File: config.mk
export PLATFORM = sky130hd
export DESIGN_NAME = spfa_ctrl
export DESIGN_NICKNAME = d
export VERILOG_FILES = /design/src/rtl/spfa_shortest_paths_macros.svh /design/src/rtl/spfa_pkg.sv /design/src/rtl/spfa_ctrl.sv
export SDC_FILE = /design/constraint.sdc
export NUM_CORES = 1
export LEC_CHECK = 0
export ABC_AREA = 1
export ABC_CLOCK_PERIOD_IN_PS = 1400
export BUFFER_PORTS_ARGS = -buffer_cell sky130_fd_sc_hd__buf_2
export CAP_MARGIN = 15
export CORE_MARGIN = 2
export CORE_UTILIZATION = 42
export CTS_CLUSTER_SIZE = 30
export DETAILED_ROUTE_END_ITERATION = 10
export GPL_TIMING_DRIVEN = 1
export HOLD_SLACK_MARGIN = 0.08
export PLACE_DENSITY = 0.74
export SYNTH_ARGS = -nofsm -noshare
export SYNTH_HDL_FRONTEND = slang
export SYNTH_SLANG_ARGS = --single-unit
File: constraint.sdc
create_clock -name clk -period 1.4 [get_ports clk]
set_input_delay 0.28 -clock clk [delete_from_list [all_inputs] [get_ports clk]]
set_output_delay 0.28 -clock clk [all_outputs]
set_load 0.005 [all_outputs]
File: src/rtl/spfa_shortest_paths_macros.svh
// Assertion macros for the shortest-path block.
// Used by the top level only.
`ifndef SPFA_SHORTEST_PATHS_MACROS_SVH
`define SPFA_SHORTEST_PATHS_MACROS_SVH
`define SPFA_ASSERT_IMPL(lbl, a, c) \
  lbl: assert property (@(posedge clk) disable iff (!rst_n) (a) |-> (c)) \
    else $error("spfa check failed");
`define SPFA_ASSERT_NEXT(lbl, a, c) \
  lbl: assert property (@(posedge clk) disable iff (!rst_n) (a) |=> (c)) \
    else $error("spfa check failed");
`endif

File: src/rtl/spfa_pkg.sv
// Shared types and constants for the shortest-path block.
// No dependencies.
package spfa_pkg;
  localparam int MaxVertices = 32;
  localparam int MaxEdges    = 256;
  localparam int VBits       = 5;
  localparam int EBits       = 8;
  localparam int LBits       = 9;
  localparam int WBits       = 16;
  localparam int RBits       = 14;
  localparam logic [LBits-1:0] LinkNull = LBits'(MaxEdges);

  typedef enum logic [1:0] {
    CMD_ADD = 2'd0, CMD_RUN = 2'd1, CMD_CLR = 2'd2, CMD_NOP = 2'd3
  } cmd_t;

  localparam logic [1:0] REG_VCOUNT = 2'd0;
  localparam logic [1:0] REG_SOURCE = 2'd1;

  typedef struct packed {
    logic add;
    logic clr;
    logic init;
    logic pop;
    logic edge_rd;
    logic relax;
    logic emit_rd;
  } spfa_cmd_t;

  typedef struct packed {
    logic q_empty;
    logic link_null;
    logic v_ok;
    logic better;
    logic over_bound;
  } spfa_sts_t;

  function automatic logic signed [31:0] sat_add(logic signed [31:0] a,
                                                logic signed [WBits-1:0] w);
    logic signed [32:0] s;
    s = {a[31], a} + 33'(signed'(w));
    if (s > 33'sd2147483647) return 32'sh7fffffff;
    if (s < -33'sd2147483648) return 32'sh80000000;
    return s[31:0];
  endfunction
endpackage

File: src/rtl/spfa_ctrl.sv
// Controller state machine sequencing edge adds, search and result emit.
// Depends on spfa_pkg.
module spfa_ctrl import spfa_pkg::*; (
  input  logic             clk,
  input  logic             rst_n,
  input  logic             req_valid,
  input  cmd_t             req_cmd,
  output logic             req_ready,
  input  spfa_sts_t        sts,
  input  logic [VBits:0]   n_vert,
  output spfa_cmd_t        cmd,
  output logic [VBits-1:0] emit_v,
  output logic             res_valid,
  output logic             res_last,
  output logic             res_neg,
  input  logic             res_ready
);
  typedef enum logic [2:0] {
    S_IDLE, S_INIT, S_POP, S_FETCH, S_EDGE, S_EMIT_RD, S_EMIT
  } state_t;

  state_t state_r, state_nxt;
  logic [VBits-1:0] v_r, v_nxt;
  logic neg_r, neg_nxt;
  logic accept;

  assign req_ready = (state_r == S_IDLE);
  assign accept = req_valid && req_ready;
  assign emit_v = v_r;
  assign res_valid = (state_r == S_EMIT);
  assign res_neg = neg_r;
  assign res_last = ({1'b0, v_r} == n_vert - 1'b1);

  always_comb begin
    state_nxt = state_r;
    v_nxt = v_r;
    neg_nxt = neg_r;
    cmd = '0;
    case (state_r)
      S_IDLE: begin
        if (accept) begin
          case (req_cmd)
            CMD_ADD: cmd.add = 1'b1;
            CMD_CLR: cmd.clr = 1'b1;
            CMD_RUN: state_nxt = S_INIT;
            default: ;
          endcase
        end
      end
      S_INIT: begin
        cmd.init = 1'b1;
        neg_nxt = 1'b0;
        state_nxt = S_POP;
      end
      S_POP: begin
        if (sts.q_empty) begin
          v_nxt = '0;
          state_nxt = S_EMIT_RD;
        end else begin
          cmd.pop = 1'b1;
          state_nxt = S_FETCH;
        end
      end
      S_FETCH: begin
        if (sts.link_null) begin
          state_nxt = S_POP;
        end else begin
          state_nxt = S_EDGE;
        end
      end
      S_EDGE: begin
        if (sts.v_ok && sts.better && sts.over_bound) begin
          neg_nxt = 1'b1;
          v_nxt = '0;
          state_nxt = S_EMIT_RD;
        end else begin
          cmd.relax = sts.v_ok && sts.better;
          cmd.edge_rd = 1'b1;
          state_nxt = S_FETCH;
        end
      end
      S_EMIT_RD: begin
        cmd.emit_rd = 1'b1;
        state_nxt = S_EMIT;
      end
      S_EMIT: begin
        if (res_ready) begin
          if (res_last) begin
            state_nxt = S_IDLE;
          end else begin
            v_nxt = v_r + 1'b1;
            state_nxt = S_EMIT_RD;
          end
        end
      end
      default: state_nxt = S_IDLE;
    endcase
  end

  always_ff @(posedge clk) begin
    if (!rst_n) begin
      state_r <= S_IDLE;
      v_r <= '0;
      neg_r <= 1'b0;
    end else begin
      state_r <= state_nxt;
      v_r <= v_nxt;
      neg_r <= neg_nxt;
    end
  end
endmodule

==> results of run 1 <==
==> cells in the mapped netlist, drive strengths merged <==
| library cell | number | area (um^2) |
|---|---|---|
| nor4 | 1 | 6.26 |
| ha | 2 | 25.0 |
| nand4 | 4 | 25.0 |
| a21oi | 8 | 40.0 |
| buf | 1 | 7.51 |
| xor2 | 3 | 26.3 |
| a41oi | 2 | 17.5 |
| nor2 | 17 | 76.3 |
| dfxtp | 9 | 180 |
| nand2 | 33 | 129 |
| inv | 24 | 92.6 |
| nand3 | 15 | 75.1 |
| xnor2 | 3 | 26.3 |
| nor3 | 6 | 52.6 |
| o21ai | 3 | 26.3 |
==> per-stage QoR <==
stage          TNS [ns]  cells  worst slack [ns]  cell area (um^2)
4_1_cts           -1.56    225            -0.183              1430
3_3_place_gp      -1.89    207            -0.286              1170
2_1_floorplan  -0.00496    131          -0.00496               841
3_5_place_dp      -2.49    207            -0.344              1170
==> kinds of logic after synthesis <==
logic type                 share of synthesized area
adders and majority gates                     0.0311
and+or+nand+nor                                0.452
AOI/OAI and AO/OA                              0.104
DFF                                            0.224
xor gates and xnor gates                      0.0652
buffers and inverters                          0.124
==> what timing repair did <==
item | CTS
buffers inserted | 15
endpoints found under the setup margin | 17
pin swaps | 17
gates resized for setup | 35
==> results.py, run 1 <==
metrics = {
    "outcome": {
        "status": "did not finish",
        "lastStage": "global routing",
        "error": "[ERROR DPL-0033] detailed placement checks failed during check placement.",
    },
    "die": {
        "rows": 15,
        "io_pins": 33,
        "fp.dieH_um": 47.8,
        "die_x_um": 47.8,
        "initial_core_util": 0.457,
    },
    "clocking": {
        "clock_path_buffers": 2,
        "holdBufCountCts": 0,
        "numCtsBuffers": 3,
        "htreeDepth": 1,
        "cts.sinks": 9,
        "clockRootBuffer": "clkbuf_4",
    },
    "sta": {
        "worst-ep-kind": "top-level output",
        "crit_endpoint": "res_last",
    },
    "synthesis": {
        "syn_avg_cell_area_um2": 6.15,
        "synthCells": 131,
        "synthesis.area_um2": 806,
        "synth.distinct_cells": 22,
        "ys_seq_area_frac": 0.224,
        "synth-seq-cells": 9,
        "synth_nets": 150,
        "ys.warnings.count": 0,
    },
    "placement": {
        "port_buffers": 32,
        "gp_congestion": 0.898,
        "dp_hpwl_um": 1950,
    },
    "global_routing": {
        "grt_max_degree": 8,
        "antenna_found_initial": 0,
    },
}
==> inputs of run 2 (changes only) <==
- ABC_CLOCK_PERIOD_IN_PS: 1400 -> 1800
- CORE_AREA: not set -> 2 2 63 65
- CORE_MARGIN: 2 -> not set
- CORE_UTILIZATION: 42 -> not set
- CTS_CLUSTER_SIZE: 30 -> not set
- DIE_AREA: not set -> 0 0 65 67
- HOLD_SLACK_MARGIN: 0.08 -> not set
- PLACE_DENSITY: 0.74 -> not set
- PLACE_DENSITY_LB_ADDON: not set -> 0.15
- clock period: 1.4 -> 1.8 ns (I/O delays scaled with it)
==> run 2 against run 1 <==
Compared with the run above: the flow now finishes without violations; synthesized cell count stayed put; area after synthesis stayed put.
==> results.py, run 2 <==
metrics = {
    "sta": {
        "worst_pin_slew_ns": 0.318,
        "rsz0062_at_grt": "yes",
        "finalCritPeriodShare": 0.962,
        "setup_viol": 0,
        "max_freq_ghz": 0.577,
        "maxSlewHeadroom": 0.788,
        "period_needed_ns": 1.73,
        "hold_ws_ns": 0.376,
        "hold_viol_final": 0,
        "finClkSkew_ns": 0.00105,
        "drv_slew": 0,
    },
    "power_and_ir_drop": {
        "power.leakage_nw": 0.551,
        "power_density_mw_per_mm2": 521,
        "comb_power_share": 0.252,
        "swShare": 0.298,
        "vdd_drop_max_mv": 0.220,
        "p_sw_mw": 0.183,
        "p_seq_frac": 0.361,
        "clkPwrFrac": 0.387,
        "p_int_mw": 0.430,
    },
    "finish": {
        "utilization": 0.327,
        "areaGrowthSynthToFinish_pct": 46.1,
        "largest_register_ffs": 5,
        "finalInstanceArea_mm2": 0.00118,
        "final_cell_mix": "nand2_1 (29), buf_2 (29), nand3_1 (15), inv_1 (14), nor2_1 (12)",
        "drive_above_1_share": 0.390,
        "antenna_cells": 0,
        "nNetsFinal": 192,
    },
    "synthesis": {
        "synth_nets": 150,
        "synthesis.area_um2": 806,
        "synthCells": 131,
        "dominantRegCellSynth": "dfxtp_1",
        "ys.warnings.count": 0,
        "yosysTopAreaCellShare": 0.224,
        "synth_area_leaders": "dfxtp_1 (22%), nand2_1 (14%), nand3_1 (9.3%)",
        "yosysTopAreaCell": "dfxtp_1",
        "synth_top_family_by_area": "simple AND/OR/NAND/NOR gates",
        "synth-edff-count": 0,
        "synth-seq-cells": 9,
        "synth.distinct_cells": 22,
        "synth-xor-area-share": 0.0652,
        "synth_compound_area_frac": 0.104,
        "synth.most_common_cell": "nand2_1",
        "syn_avg_cell_area_um2": 6.15,
        "synth-async-reset-ratio": 0,
        "synthMuxAreaShare": 0,
        "yosys.area_share.simple": 0.452,
        "synthTopCellsByCount": "nand2_1 (31), inv_1 (18), nand3_1 (15), nor2_1 (14), dfxtp_1 (9)",
        "ys_seq_area_frac": 0.224,
        "synthAdderAreaFrac": 0.0311,
    },
    "setup_path": {
        "crit_fanout": 2,
        "start_kind": "input port",
        "crit_arrival_ns": 1.37,
        "crit_type": "in2out",
        "cp_data_required_time_ns": 1.44,
        "cp-end-kind": "output port",
    },
    "placement": {
        "port_buffers": 32,
        "gp_congestion": 0.765,
        "post_dp_cell_area_mm2": 0.00105,
        "dp_hpwl_um": 1760,
    },
    "clocking": {
        "cts.sinks": 9,
        "clock_path_buffers": 2,
        "clock_latency_ns": 0.23,
        "clk_pin_slew_ns": 0.05,
        "cts_tree": "yes",
        "numCtsBuffers": 3,
        "holdBufCountCts": 0,
        "clockRootBuffer": "clkbuf_8",
        "htreeDepth": 1,
    },
    "drt": {
        "drtAntennaViolNets": 0,
        "drt_first_pass_iters": 4,
        "avgViaCountPerCell": 4.27,
        "drcViolationCount": 0,
        "vias": 940,
        "drt-initial-drc-count": 27,
        "routedWlPerCell_um": 10.1,
        "routed_wl_um": 2230,
    },
    "die": {
        "die-area_mm2": 0.00436,
        "core-area_mm2": 0.00361,
        "rows": 22,
        "die_x_um": 65,
        "io_pins": 33,
        "initial_core_util": 0.223,
        "fp.dieH_um": 67,
    },
    "run": {
        "cap_violations": 0,
    },
    "global_routing": {
        "first_global_vias": 871,
        "antenna_found_initial": 0,
        "grt_overflow": 0,
        "grt_pass1_wl_um": 3560,
        "grtUsageTotal": 0.106,
        "grt_max_degree": 9,
    },
    "outcome": {
        "status": "finished, final reports clean",
    },
    "hold_path": {
        "worst_hold_path_type": "in2reg",
    },
}
==> run 2: metrics by stage <==
stage	instances	setup WS [ns]	TNS, ns	total power [mW]
floorplan	131	0.194	0	0.304
global placement	214	-0.112	-0.225	0.360
detailed placement	214	-0.118	-0.290	0.360
CTS	218	-0.0216	-0.0216	0.611
global route	220	-0.0466	-0.0506	0.653
finish	220	0.0684	0	0.613
==> run 2: power groups by stage <==
stage | logic (mW) | clock network [mW] | registers, mW
floorplan | 0.0874 | 0 | 0.217
global placement | 0.136 | 0 | 0.224
detailed placement | 0.137 | 0 | 0.224
CTS | 0.147 | 0.243 | 0.220
global route | 0.173 | 0.258 | 0.222
finish | 0.154 | 0.237 | 0.221
==> run 2: cells by family after synthesis <==
kind of cell / after synthesis
AO/OA/AOI/OAI: 13
XOR/XNOR: 6
adder cells (fa/ha/maj): 2
buffers and inverters: 25
flip-flops: 9
AND/OR/NAND/NOR: 76
==> run 2: area by class of cell <==
| type | count | area [um^2] |
|---|---|---|
| fillers | 425 | 2430 |
| multi-input cells | 97 | 558 |
| repair buffers | 38 | 231 |
| flip-flops and latches | 9 | 183 |
| inverters | 24 | 100 |
| well taps | 48 | 60.1 |
| clock buffers | 4 | 45.0 |
==> run 2: path summary, 6_finish.rpt <==
check,startpoint,slack [ns],cells past startpoint,endpoint
worst max-delay path,n_vert[1],0.07,12,res_last
worst min-delay path,rst_n,0.38,3,emit_v[0]
worst max register to register,state_r[1],0.20,8,emit_v[4]
worst min register to register,res_neg,0.49,2,res_neg
==> run 2: what timing repair did <==
item                                    in CTS  in global routing
gates cloned                                 0                  0
setup buffers                                0                  2
pin swaps                                    6                  6
hold endpoints to repair                     0                  0
resized for setup                            9                 12
endpoints found under the setup margin       1                  2
==> run 2: routing by layer <==
metal	routed length (um)	vias up	GRT usage
li1	-	507	-
met1	1030	402	0.126
met2	1060	29	0.184
met3	116	2	0.0169
met4	13	0	0.0479
met5	0	-	0
==> run 2: worst max-delay path: stages <==
cell and delay [ns]:
buf_8 0.08, inv_4 0.03, ha_4 0.26, inv_2 0.03, nand2_2 0.03, nand2_1 0.04
nor2_1 0.09, nand3_1 0.09, nor2_2 0.14, nand2_2 0.08, inv_2 0.06, buf_6 0.08
Note: power is estimated with default switching activity, not from simulation.
==> inputs of run 3 (changes only) <==
- PLACE_DENSITY_LB_ADDON: 0.15 -> not set
==> run 3 against run 2 <==
Compared with the run above: via count shrank 0.11%; design area grew 0.21%; sequential power is essentially flat; core utilization grew 0.069 points; register-to-register slack lost 0.03 ns; die area is the same; combinational power is essentially flat; critical path depth is the same; clock skew is essentially flat; critical path type unchanged; largest power group unchanged; highest routed layer unchanged.
==> results.py, run 3 (synthesis results as in run 2) <==
metrics = {
    "clocking": {
        "cts.sinks": 9,
        "cts_tree": "yes",
        "clock_path_buffers": 2,
        "clk_pin_slew_ns": 0.04,
        "numCtsBuffers": 3,
        "htreeDepth": 1,
        "clockRootBuffer": "clkbuf_8",
        "clock_latency_ns": 0.23,
        "holdBufCountCts": 0,
    },
    "power_and_ir_drop": {
        "power.leakage_nw": 0.568,
        "p_seq_frac": 0.367,
        "p_int_mw": 0.431,
        "p_sw_mw": 0.169,
        "clkPwrFrac": 0.379,
        "power_density_mw_per_mm2": 509,
        "vdd_drop_max_mv": 0.127,
        "comb_power_share": 0.253,
        "power.total_mw": 0.600,
        "swShare": 0.281,
    },
    "sta": {
        "setup_slack_ns": 0.0966,
        "drv_slew": 0,
        "setup_viol": 0,
        "hold_viol_final": 0,
        "finClkSkew_ns": 0.000727,
        "worst_pin_slew_ns": 0.293,
        "max_freq_ghz": 0.587,
        "finalCritPeriodShare": 0.946,
        "maxSlewHeadroom": 0.804,
        "rsz0062_at_grt": "yes",
        "period_needed_ns": 1.70,
        "tns_ns": 0,
    },
    "drt": {
        "avgViaCountPerCell": 4.19,
        "drt_first_pass_iters": 3,
        "wl_met1_um": 854,
        "routed.top_layer": "met4",
        "drcViolationCount": 0,
        "wl_met3_um": 94,
        "routedWlPerCell_um": 8.79,
        "drtAntennaViolNets": 0,
        "drt-initial-drc-count": 23,
        "vias": 939,
        "dr_wl_met2_um": 984,
        "routed_wl_um": 1970,
    },
    "finish": {
        "fin_cells": 224,
        "largest_register_ffs": 5,
        "final_common_cell": "nand2_1",
        "drive_above_1_share": 0.369,
        "nNetsFinal": 196,
        "multi_input_area_um2": 541,
        "final_cell_mix": "nand2_1 (31), buf_2 (30), nand3_1 (15), inv_1 (15), nor2_1 (13)",
        "antenna_cells": 0,
        "fill_cells": 407,
        "areaGrowthSynthToFinish_pct": 46.4,
        "register_area_um2": 181,
    },
    "setup_path": {
        "timing.rr.start": "emit_v[1]",
        "cp_data_required_time_ns": 1.44,
        "r2r_end": "state_r[2]",
        "worstRegToRegCells": 14,
        "start_kind": "input port",
        "crit_fanout": 2,
        "crit_arrival_ns": 1.34,
        "crit_type": "in2out",
        "cp-end-kind": "output port",
        "rrSetupSlack_ns": 0.17,
    },
    "global_routing": {
        "grt_pass1_wl_um": 3200,
        "antenna_found_initial": 0,
        "first_global_vias": 810,
        "grt_max_degree": 9,
        "grt_overflow": 0,
        "grtUsageTotal": 0.0943,
    },
    "placement": {
        "dp_cells": 217,
        "dp_hpwl_um": 1700,
        "gp_congestion": 0.755,
        "port_buffers": 32,
        "pre_cts_ws_ns": -0.0453,
    },
    "die": {
        "die-area_mm2": 0.00436,
        "io_pins": 33,
        "fp.dieH_um": 67,
        "die_x_um": 65,
        "rows": 22,
        "initial_core_util": 0.223,
        "core-area_mm2": 0.00361,
    },
    "hold_path": {
        "hold_path_end": "emit_v[0]",
        "hold_start": "rst_n",
        "min_path_cells": 3,
        "worst_hold_path_type": "in2reg",
    },
    "run": {
        "cap_violations": 0,
    },
    "outcome": {
        "status": "finished, final reports clean",
    },
}
## run 3: final cells by class
cell class              count  share of cell area
repair buffers             42               0.216
inverters                  24              0.0827
well taps                  48              0.0509
clock buffers               4              0.0382
multi-input cells          97               0.458
flip-flops and latches      9               0.154
## run 3: repair_timing
action | CTS | global route
endpoints found under the setup margin | 1 | 3
resized for setup | 4 | 8
buffers inserted | 3 | 0
pin swaps | 5 | 6
## run 3: power groups by stage
stage          logic [mW]  registers [mW]  clock network (mW)
2_1_floorplan      0.0874           0.217                   0
3_3_place_gp        0.140           0.224                   0
3_5_place_dp        0.140           0.224                   0
4_1_cts             0.150           0.221               0.234
5_1_grt             0.172           0.221               0.248
6_report            0.152           0.220               0.228
## run 3: worst max-delay path: stages
cell and delay (ns):
buf_8 0.08, inv_4 0.03, ha_4 0.25, inv_2 0.02, nand2_1 0.04, nand2_1 0.05
nor2_1 0.09, nand3_1 0.09, nor2_2 0.11, nand2_1 0.08, inv_1 0.05, buf_2 0.10
## run 3: worst max-delay path by stage
stage	start	to	slack, ns	cells after the start
after detailed placement	n_vert[0]	res_last	-0.05	11
after CTS	n_vert[1]	res_last	0.01	12
after floorplan	n_vert[0]	emit_v[2]	0.19	12
final	n_vert[1]	res_last	0.1	12
after global routing	n_vert[1]	res_last	-0.002	12
after global placement	n_vert[0]	res_last	-0.01	12
## run 3: through the flow
| step | hold slack, ns | cell area (um^2) | util |
|---|---|---|---|
| 6_report | 0.399 | 1180 | 0.327 |
| 5_1_grt | 0.406 | 1180 | 0.327 |
| 4_1_cts | 0.402 | 1160 | 0.323 |
| 3_5_place_dp | 0.474 | 1070 | 0.297 |
| 3_3_place_gp | 0.480 | 1070 | 0.297 |
| 2_1_floorplan | 0.470 | 806 | - |
## run 3: routing by layer
layer / track usage / vias up
met5: 0 / -
met4: 0.0479 / 0
met3: 0.0220 / 5
met2: 0.160 / 16
met1: 0.111 / 405
li1: - / 513
